==> src/sv/lsd_pkg.sv <==
// ----------------------------------------------------------------------------
// lsd_pkg
// Shared widths and types for the L1 subgradient distance unit.
// ----------------------------------------------------------------------------
package lsd_pkg;

   localparam int DATA_WIDTH  = 32;
   localparam int SCALE_WIDTH = DATA_WIDTH - 1;
   localparam int SUM_WIDTH   = 2 * DATA_WIDTH;
   localparam int ROOT_WIDTH  = SUM_WIDTH / 2;
   localparam int REM_WIDTH   = ROOT_WIDTH + 3;
   localparam int STEP_WIDTH  = $clog2(ROOT_WIDTH);
   localparam int QDEPTH      = 4;
   localparam int QPTR_WIDTH  = $clog2(QDEPTH);
   localparam int QCNT_WIDTH  = QPTR_WIDTH + 1;

   localparam logic [SCALE_WIDTH-1:0] SCALE_RESET = SCALE_WIDTH'(65536);

   typedef struct packed {
      logic [DATA_WIDTH-1:0] mag;
      logic                  last;
   } term_type;

   typedef struct packed {
      logic                  full;
      logic                  empty;
      logic [QCNT_WIDTH-1:0] count;
   } queue_stat_type;

   typedef struct packed {
      logic                 start;
      logic [SUM_WIDTH-1:0] radicand;
      logic                 flag;
   } root_req_type;

endpackage

==> src/sv/lsd_front.sv <==
// ----------------------------------------------------------------------------
// lsd_front
// Classifies one element and forms the magnitude of its distance term.
// ----------------------------------------------------------------------------
module lsd_front (
   input  logic signed [lsd_pkg::DATA_WIDTH-1:0]  dual_value,
   input  logic signed [lsd_pkg::DATA_WIDTH-1:0]  primal_value,
   input  logic signed [lsd_pkg::DATA_WIDTH-1:0]  center_value,
   input  logic                                   last,
   input  logic        [lsd_pkg::SCALE_WIDTH-1:0] scale,
   output lsd_pkg::term_type                      term
);

   localparam int DW = lsd_pkg::DATA_WIDTH;

   logic signed [DW+1:0] d_ext;
   logic signed [DW+1:0] s_ext;
   logic signed [DW+1:0] d_minus;
   logic signed [DW+1:0] d_plus;
   logic signed [DW+1:0] sel;
   logic signed [DW+1:0] neg;

   always_comb begin
      d_ext   = {{2{dual_value[DW-1]}}, dual_value};
      s_ext   = {3'b000, scale};
      d_minus = d_ext - s_ext;
      d_plus  = d_ext + s_ext;
      if (primal_value > center_value) begin
         sel = d_minus;
      end else if (primal_value < center_value) begin
         sel = d_plus;
      end else if (d_plus < 0) begin
         sel = d_plus;
      end else if (d_minus > 0) begin
         sel = d_minus;
      end else begin
         sel = '0;
      end
      neg       = -sel;
      term.mag  = sel[DW+1] ? neg[DW-1:0] : sel[DW-1:0];
      term.last = last;
   end

endmodule

==> src/sv/lsd_queue.sv <==
// ----------------------------------------------------------------------------
// lsd_queue
// Short first-in first-out queue of classified terms between front and back.
// ----------------------------------------------------------------------------
module lsd_queue (
   input  logic                    clock,
   input  logic                    reset,
   input  logic                    push,
   input  lsd_pkg::term_type       wdata,
   input  logic                    pop,
   output lsd_pkg::term_type       rdata,
   output lsd_pkg::queue_stat_type stat
);

   lsd_pkg::term_type                  mem_ff [lsd_pkg::QDEPTH];
   logic [lsd_pkg::QPTR_WIDTH-1:0]     wr_ptr_ff;
   logic [lsd_pkg::QPTR_WIDTH-1:0]     wr_ptr_in;
   logic [lsd_pkg::QPTR_WIDTH-1:0]     rd_ptr_ff;
   logic [lsd_pkg::QPTR_WIDTH-1:0]     rd_ptr_in;
   logic [lsd_pkg::QCNT_WIDTH-1:0]     count_ff;
   logic [lsd_pkg::QCNT_WIDTH-1:0]     count_in;

   always_comb begin
      wr_ptr_in = push ? wr_ptr_ff + 1'b1 : wr_ptr_ff;
      rd_ptr_in = pop ? rd_ptr_ff + 1'b1 : rd_ptr_ff;
      count_in  = count_ff;
      if (push && !pop) begin
         count_in = count_ff + 1'b1;
      end else if (pop && !push) begin
         count_in = count_ff - 1'b1;
      end
      rdata      = mem_ff[rd_ptr_ff];
      stat.count = count_ff;
      stat.full  = (count_ff == lsd_pkg::QCNT_WIDTH'(lsd_pkg::QDEPTH));
      stat.empty = (count_ff == '0);
   end

   always_ff @(posedge clock) begin
      if (push) begin
         mem_ff[wr_ptr_ff] <= wdata;
      end
   end

   always_ff @(posedge clock) begin
      if (reset) begin
         wr_ptr_ff <= '0;
         rd_ptr_ff <= '0;
         count_ff  <= '0;
      end else begin
         wr_ptr_ff <= wr_ptr_in;
         rd_ptr_ff <= rd_ptr_in;
         count_ff  <= count_in;
      end
   end

endmodule

==> src/sv/lsd_back.sv <==
// ----------------------------------------------------------------------------
// lsd_back
// Squares each term and sums into a saturating Q32.32 accumulator; hands the
// final sum of a frame to the root unit.
// ----------------------------------------------------------------------------
module lsd_back (
   input  logic                  clock,
   input  logic                  reset,
   input  lsd_pkg::term_type     q_rdata,
   input  logic                  q_empty,
   input  logic                  root_busy,
   output logic                  pop,
   output lsd_pkg::root_req_type root_req
);

   localparam int SW = lsd_pkg::SUM_WIDTH;

   logic          a_valid_ff;
   logic          a_valid_in;
   logic          a_last_ff;
   logic          a_last_in;
   logic [SW-1:0] a_sq_ff;
   logic [SW-1:0] a_sq_in;
   logic [SW-1:0] sum_ff;
   logic [SW-1:0] sum_in;
   logic          flag_ff;
   logic          flag_in;
   logic [SW:0]   sum_wide;
   logic [SW-1:0] sum_next;
   logic          flag_next;
   logic          b_take;
   logic          a_ready;

   always_comb begin
      b_take    = a_valid_ff && (!a_last_ff || !root_busy);
      a_ready   = !a_valid_ff || b_take;
      pop       = a_ready && !q_empty;
      a_valid_in = a_valid_ff;
      a_last_in  = a_last_ff;
      a_sq_in    = a_sq_ff;
      if (a_ready) begin
         a_valid_in = !q_empty;
         a_last_in  = q_rdata.last;
         a_sq_in    = SW'(q_rdata.mag) * SW'(q_rdata.mag);
      end

      sum_wide  = {1'b0, sum_ff} + {1'b0, a_sq_ff};
      sum_next  = sum_wide[SW] ? '1 : sum_wide[SW-1:0];
      flag_next = flag_ff | sum_wide[SW];

      sum_in            = sum_ff;
      flag_in           = flag_ff;
      root_req.start    = 1'b0;
      root_req.radicand = sum_next;
      root_req.flag     = flag_next;
      if (b_take) begin
         if (a_last_ff) begin
            sum_in         = '0;
            flag_in        = 1'b0;
            root_req.start = 1'b1;
         end else begin
            sum_in  = sum_next;
            flag_in = flag_next;
         end
      end
   end

   always_ff @(posedge clock) begin
      a_sq_ff   <= a_sq_in;
      a_last_ff <= a_last_in;
   end

   always_ff @(posedge clock) begin
      if (reset) begin
         a_valid_ff <= 1'b0;
         sum_ff     <= '0;
         flag_ff    <= 1'b0;
      end else begin
         a_valid_ff <= a_valid_in;
         sum_ff     <= sum_in;
         flag_ff    <= flag_in;
      end
   end

endmodule

==> src/sv/lsd_root.sv <==
// ----------------------------------------------------------------------------
// lsd_root
// Bit-serial integer square root, one result bit per cycle, with the
// result output register.
// ----------------------------------------------------------------------------
module lsd_root (
   input  logic                                  clock,
   input  logic                                  reset,
   input  lsd_pkg::root_req_type                 root_req,
   input  logic                                  rsp_tready,
   output logic                                  busy,
   output logic                                  rsp_tvalid,
   output logic [lsd_pkg::ROOT_WIDTH-1:0]        rsp_tdata,
   output logic [0:0]                            rsp_tuser
);

   localparam int SW = lsd_pkg::SUM_WIDTH;
   localparam int RW = lsd_pkg::ROOT_WIDTH;
   localparam int MW = lsd_pkg::REM_WIDTH;
   localparam int CW = lsd_pkg::STEP_WIDTH;

   localparam logic [1:0] ST_IDLE = 2'd0;
   localparam logic [1:0] ST_RUN  = 2'd1;
   localparam logic [1:0] ST_DONE = 2'd2;

   logic [1:0]    state_ff;
   logic [1:0]    state_in;
   logic [SW-1:0] rad_ff;
   logic [SW-1:0] rad_in;
   logic [MW-1:0] rem_ff;
   logic [MW-1:0] rem_in;
   logic [RW-1:0] root_ff;
   logic [RW-1:0] root_in;
   logic [CW-1:0] step_ff;
   logic [CW-1:0] step_in;
   logic          flag_ff;
   logic          flag_in;
   logic          out_valid_ff;
   logic          out_valid_in;
   logic [RW-1:0] out_data_ff;
   logic [RW-1:0] out_data_in;
   logic          out_flag_ff;
   logic          out_flag_in;
   logic [MW-1:0] rem_sh;
   logic [MW-1:0] trial;

   always_comb begin
      state_in     = state_ff;
      rad_in       = rad_ff;
      rem_in       = rem_ff;
      root_in      = root_ff;
      step_in      = step_ff;
      flag_in      = flag_ff;
      out_valid_in = out_valid_ff && !rsp_tready;
      out_data_in  = out_data_ff;
      out_flag_in  = out_flag_ff;
      rem_sh       = {rem_ff[MW-3:0], rad_ff[SW-1:SW-2]};
      trial        = {1'b0, root_ff, 2'b01};

      unique case (state_ff)
         ST_IDLE: begin
            if (root_req.start) begin
               rad_in   = root_req.radicand;
               flag_in  = root_req.flag;
               rem_in   = '0;
               root_in  = '0;
               step_in  = '0;
               state_in = ST_RUN;
            end
         end
         ST_RUN: begin
            rad_in  = {rad_ff[SW-3:0], 2'b00};
            step_in = step_ff + 1'b1;
            if (rem_sh >= trial) begin
               rem_in  = rem_sh - trial;
               root_in = {root_ff[RW-2:0], 1'b1};
            end else begin
               rem_in  = rem_sh;
               root_in = {root_ff[RW-2:0], 1'b0};
            end
            if (step_ff == '1) begin
               state_in = ST_DONE;
            end
         end
         ST_DONE: begin
            if (!out_valid_ff || rsp_tready) begin
               out_valid_in = 1'b1;
               out_data_in  = root_ff;
               out_flag_in  = flag_ff;
               state_in     = ST_IDLE;
            end
         end
         default: begin
            state_in = ST_IDLE;
         end
      endcase

      busy         = (state_ff != ST_IDLE);
      rsp_tvalid   = out_valid_ff;
      rsp_tdata    = out_data_ff;
      rsp_tuser[0] = out_flag_ff;
   end

   always_ff @(posedge clock) begin
      rad_ff      <= rad_in;
      rem_ff      <= rem_in;
      root_ff     <= root_in;
      step_ff     <= step_in;
      flag_ff     <= flag_in;
      out_data_ff <= out_data_in;
      out_flag_ff <= out_flag_in;
   end

   always_ff @(posedge clock) begin
      if (reset) begin
         state_ff     <= ST_IDLE;
         out_valid_ff <= 1'b0;
      end else begin
         state_ff     <= state_in;
         out_valid_ff <= out_valid_in;
      end
   end

endmodule

==> src/sv/l1_subgradient_distance_unit.sv <==
// Throughput: one word per cycle into the accumulator while the queue holds words;
// the last word of a frame waits while the root unit is busy. The 32-step
// bit-serial square root overlaps with the next frame. One result per frame.
// Reset: synchronous, active high; clears the sum, the saturation flag and the
// queue, and sets scale to 1.0.
// ----------------------------------------------------------------------------
// l1_subgradient_distance_unit
// Sums squared distance terms of a streamed matrix and returns the root.
// ----------------------------------------------------------------------------
module l1_subgradient_distance_unit (
   input  logic                                    clock,
   input  logic                                    reset,
   input  logic                                    csr_valid,
   output logic                                    csr_ready,
   input  logic [lsd_pkg::SCALE_WIDTH-1:0]         csr_data,
   input  logic                                    req_tvalid,
   output logic                                    req_tready,
   // dual_value, primal_value, center_value
   input  logic [3*lsd_pkg::DATA_WIDTH-1:0]        req_tdata,
   input  logic                                    req_tlast,
   output logic                                    rsp_tvalid,
   input  logic                                    rsp_tready,
   // distance
   output logic [lsd_pkg::ROOT_WIDTH-1:0]          rsp_tdata,
   // saturated
   output logic [0:0]                              rsp_tuser
);

   localparam int DW = lsd_pkg::DATA_WIDTH;

   logic [lsd_pkg::SCALE_WIDTH-1:0] scale_ff;
   logic [lsd_pkg::SCALE_WIDTH-1:0] scale_in;
   lsd_pkg::term_type               front_term;
   lsd_pkg::term_type               q_rdata;
   lsd_pkg::queue_stat_type         q_stat;
   lsd_pkg::root_req_type           root_req;
   logic                            push;
   logic                            pop;
   logic                            root_busy;

   assign csr_ready  = 1'b1;
   assign scale_in   = (csr_valid && csr_ready) ? csr_data : scale_ff;
   assign req_tready = !q_stat.full;
   assign push       = req_tvalid && req_tready;

   always_ff @(posedge clock) begin
      if (reset) begin
         scale_ff <= lsd_pkg::SCALE_RESET;
      end else begin
         scale_ff <= scale_in;
      end
   end

   lsd_front u_front (
      .dual_value   (req_tdata[DW-1:0]),
      .primal_value (req_tdata[2*DW-1:DW]),
      .center_value (req_tdata[3*DW-1:2*DW]),
      .last         (req_tlast),
      .scale        (scale_ff),
      .term         (front_term)
   );

   lsd_queue u_queue (
      .clock (clock),
      .reset (reset),
      .push  (push),
      .wdata (front_term),
      .pop   (pop),
      .rdata (q_rdata),
      .stat  (q_stat)
   );

   lsd_back u_back (
      .clock     (clock),
      .reset     (reset),
      .q_rdata   (q_rdata),
      .q_empty   (q_stat.empty),
      .root_busy (root_busy),
      .pop       (pop),
      .root_req  (root_req)
   );

   lsd_root u_root (
      .clock      (clock),
      .reset      (reset),
      .root_req   (root_req),
      .rsp_tready (rsp_tready),
      .busy       (root_busy),
      .rsp_tvalid (rsp_tvalid),
      .rsp_tdata  (rsp_tdata),
      .rsp_tuser  (rsp_tuser)
   );

   a_queue_bound: assert property (@(posedge clock) disable iff (reset)
      q_stat.count <= lsd_pkg::QCNT_WIDTH'(lsd_pkg::QDEPTH))
      else $error("queue count past depth");

   a_pop_nonempty: assert property (@(posedge clock) disable iff (reset)
      pop |-> !q_stat.empty)
      else $error("pop from empty queue");

   a_start_idle: assert property (@(posedge clock) disable iff (reset)
      root_req.start |-> !root_busy)
      else $error("root started while busy");

   a_start_busy: assert property (@(posedge clock) disable iff (reset)
      root_req.start |=> root_busy)
      else $error("root did not start");

endmodule
==> config.mk <==
export PLATFORM = sky130hd
export DESIGN_NAME = l1_subgradient_distance_unit
export DESIGN_NICKNAME = d
export VERILOG_FILES = /design/src/sv/lsd_pkg.sv /design/src/sv/lsd_front.sv /design/src/sv/lsd_queue.sv /design/src/sv/lsd_back.sv /design/src/sv/lsd_root.sv /design/src/sv/l1_subgradient_distance_unit.sv
export SDC_FILE = /design/constraint.sdc
export NUM_CORES = 2
export LEC_CHECK = 0
export ABC_AREA = 1
export CAP_MARGIN = 15
export CORE_UTILIZATION = 35
export DETAILED_ROUTE_END_ITERATION = 10
export DONT_BUFFER_PORTS = 1
export GPL_TIMING_DRIVEN = 1
export PLACE_DENSITY = 0.59
export SYNTH_ARGS = -nofsm -noshare
export SYNTH_HDL_FRONTEND = slang
export SYNTH_HIERARCHICAL = 1
export SYNTH_SLANG_ARGS = --single-unit
==> constraint.sdc <==
create_clock -name clock -period 8.7 [get_ports clock]
set_input_delay 0 -clock clock [delete_from_list [all_inputs] [get_ports clock]]
set_output_delay 0 -clock clock [all_outputs]
set_load 0.005 [all_outputs]
==> metrics <==
status=completed; Fillers=19.10k; Vias/cell=4.697; largest family of logic cells by synthesized area=adder cells; Cells after Synth=8,557; Starting Density=35.27%; Die ar.=0.1862 mm^2; CTS Buf Count=53; Yosys cell types=59; WHS Path Cells=6; die width=431.5 um; Setup Buffers After CTS=0; RSZ-0062 raised after global routing=no; DR iter-0 viols=3,114; final worst-path cycle share=95.19%; setup slack, reg-to-reg=420 ps; Synth top area share=24.74%; final number of setup-violating endpoints=0; Crit Reg-Reg Endpoint=u_back/a_sq_ff[62]$_DFFE_PN_; CTS tree=yes; pre-CTS setup slack=274.8 ps; simple-gate share of the synthesized area=22.82%; syn_area_per_cell=7.547 um^2; Critical Path RT=9140 ps; max frequency=0.1207 GHz; routed via count=52.34k; post-layout net count=10.06k; Seq. cell area=0.01312 mm^2; clk_skew=39.17 ps; gr usage total=20.15%; share of cells above drive strength 1=5.520%; CTS Sinks=473; dpl hpwl=155,700 um; first-pass GRT wire length=298,300 um; largest net degree at the start of global routing=74; Synth Area in Compound Gates=5.677%; row count=157; crit-path max cell delay=540 ps; total grt overflow=0; DRT antenna net count=0; synth-to-layout area growth=9.932%; multiplexer share of the synthesized area=0.01744%; Seq/Total Area, Yosys=20.31%; multi-input logic area=0.04254 mm^2; clk slew on worst S/H paths=60 ps; Synth Area in XOR/XNOR=2.441%; cell mode on critical path=fa_1; max cap viols=0; Mapped Area=0.06458 mm^2; Placeable Area=0.1831 mm^2; Port Buf Inserts=0; post-synth top area cell=fa_1; final setup margin=418.0 ps; Max Buffers Root-to-Sink=3; slowest stage cell on the critical path=fa_1; Ant. Diodes=0; IO Count=169; # DRC=0; DRT Pass-1 Iters=6; Worst Setup Start Kind=flip-flop; top area cells in the synthesized netlist=fa_1 (25%), edfxtp_1 (17%), nand2_1 (14%); Hold Vio Cnt, Final=0; syn nets=9,985; Final min period=8282 ps; FF+latch count, synth=473; CP arrival=8730 ps; Rel. slew slack=32.10%; Post-Route WL=186,200 um; CP Class=reg -> reg; Synth Area in Adders=34.37%; setup TNS=0 ps; crit end category=flip-flop; Worst-Skew Late Latency=690 ps; Synth Flop Type=edfxtp_1; Worst Max-Slew Pin Slew=1017 ps; Final Slew Violations=0; CTS H-tree lvls=2; initial antenna violation count=2; Hold Crit Class=in -> reg; wire per inst=16.71 um; crit path to=u_back/a_sq_ff[62]$_DFFE_PN_; vias in the first global route=54.98k; Hold Slack=19.29 ps; Root Buffer=clkbuf_16; cell total after placement=10.94k; Final GP Congestion=0.9627; non-filler cells, final=11.14k; R2R cell count=31; ys async rst share=0%; synth warn=6; Chip Height=431.5 um; number of synthesized flops with an enable pin=364; crit path max fanout=66
-- sequential cells by signal, summed over array words and instances, names as in the netlist, named ones only --
name               count
u_root/step_ff         5
u_queue/rd_ptr_ff      2
u_root/rem_ff         33
u_root/root_ff        32
u_root/flag_ff         1
u_back/flag_ff         1
u_back/sum_ff         64
u_back/a_sq_ff        63
u_root/rsp_tvalid      1
u_back/a_last_ff       1
u_back/a_valid_ff      1
u_root/state_ff        2
u_root/rsp_tdata      32
scale_ff              31
u_root/rsp_tuser       1
u_root/rad_ff         64
u_queue/mem_ff       132
u_queue/wr_ptr_ff      2
u_queue/count_ff       3
-- per-layer routing --
metal	vias to the layer above	global-route usage (%)	wire, um
met5	-	0	0
met4	0	5.546	5016
met3	259	2.006	8090
met2	1217	35.41	90060
met1	25147	26.19	83070
li1	25716	-	-
-- synth_stat cells (7+ instances only) --
library cell     n
inv_1         2134
nor4_1          13
nand4_1         57
nand3b_1         7
xnor2_1         46
dfxtp_1        109
a21oi_1        295
o21bai_1        39
nand2_4          8
clkbuf_1       124
nand2_1       2374
nand2_2         52
buf_6           22
buf_2           31
or2_2           11
a21o_1          18
o21ai_1         32
nand3_2         52
nor3_1          38
edfxtp_1       364
fa_1           798
buf_4           12
nand3_1        227
o21ai_0        177
nor2_4          14
xor2_1         134
o22ai_1         33
ha_1           497
nor2_2          30
a31oi_1         19
buf_1           18
inv_2           22
o21a_1           7
nor2_1         675
-- through the flow --
step / area, um^2 / utilization [%]
finish: 70990 / 38.78
global route: 70990 / 38.78
CTS: 70950 / 38.75
detailed placement: 68090 / 37.19
global placement: 68090 / 37.19
floorplan: 64580 / -
-- cell families after synthesis --
family / after synthesis
xor gates and xnor gates: 180
other: 1
buffers and inverters: 2377
and+or+nand+nor: 3572
DFF: 473
AOI/OAI and AO/OA: 658
muxes: 1
adders and majority gates: 1295
-- worst max-delay path: cells and delay by family (launching register included) --
| kind | cells | cell delay (ps) |
|---|---|---|
| AO/OA/AOI/OAI | 2 | 710 |
| adder cells (fa/ha/maj) | 9 | 4420 |
| buffers and inverters | 9 | 1060 |
| flip-flops | 1 | 380 |
| AND/OR/NAND/NOR | 11 | 1450 |
-- area by class of cell --
type | count | area share, %
inverter | 2160 | 11.43
clock buffer | 64 | 1.926
sequential | 473 | 18.47
multi-input combinational | 5707 | 59.93
timing repair buffer | 239 | 3.254
clock inverter | 35 | 0.6468
tap | 2464 | 4.343
-- worst min-delay path by stage --
stage / from / endpoint
4_1_cts: csr_data[24] / scale_ff[24]$_SDFFE_PP0P_
2_1_floorplan: reset / u_root/rsp_tvalid$_SDFF_PP0_
5_1_grt: req_tlast / u_queue/mem_ff[0][0]$_DFFE_PP_
3_3_place_gp: reset / u_root/rsp_tvalid$_SDFF_PP0_
3_5_place_dp: reset / u_root/rsp_tvalid$_SDFF_PP0_
6_report: req_tdata[31] / u_queue/mem_ff[2][32]$_DFFE_PP_
-- layout by cell type, fill, tap and decap left out, types with 33 or more instances in the layout --
cell | synthesis | layout
nand2_1 | 2374 | 2372
inv_1 | 2134 | 2134
fa_1 | 798 | 798
nor2_1 | 675 | 671
ha_1 | 497 | 497
edfxtp_1 | 364 | 364
a21oi_1 | 295 | 295
nand3_1 | 227 | 226
o21ai_0 | 177 | 176
xor2_1 | 134 | 134
buf_4 | 12 | 120
dfxtp_1 | 109 | 107
dlygate4sd3_1 | 0 | 98
nand4_1 | 57 | 57
clkbuf_16 | 0 | 53
nand2_2 | 52 | 53
nand3_2 | 52 | 52
xnor2_1 | 46 | 46
o21bai_1 | 39 | 39
nor3_1 | 38 | 38
o21ai_1 | 32 | 33
-- repair_timing --
action,4_1_cts,5_1_grt
hold buffers,100,0
gates resized for setup,0,10
endpoints found under the hold margin,117,0
endpoints found under the setup margin,0,15
Power is not shown: default switching activity piles up to over one toggle a cycle in this logic, so the estimate is an artifact.
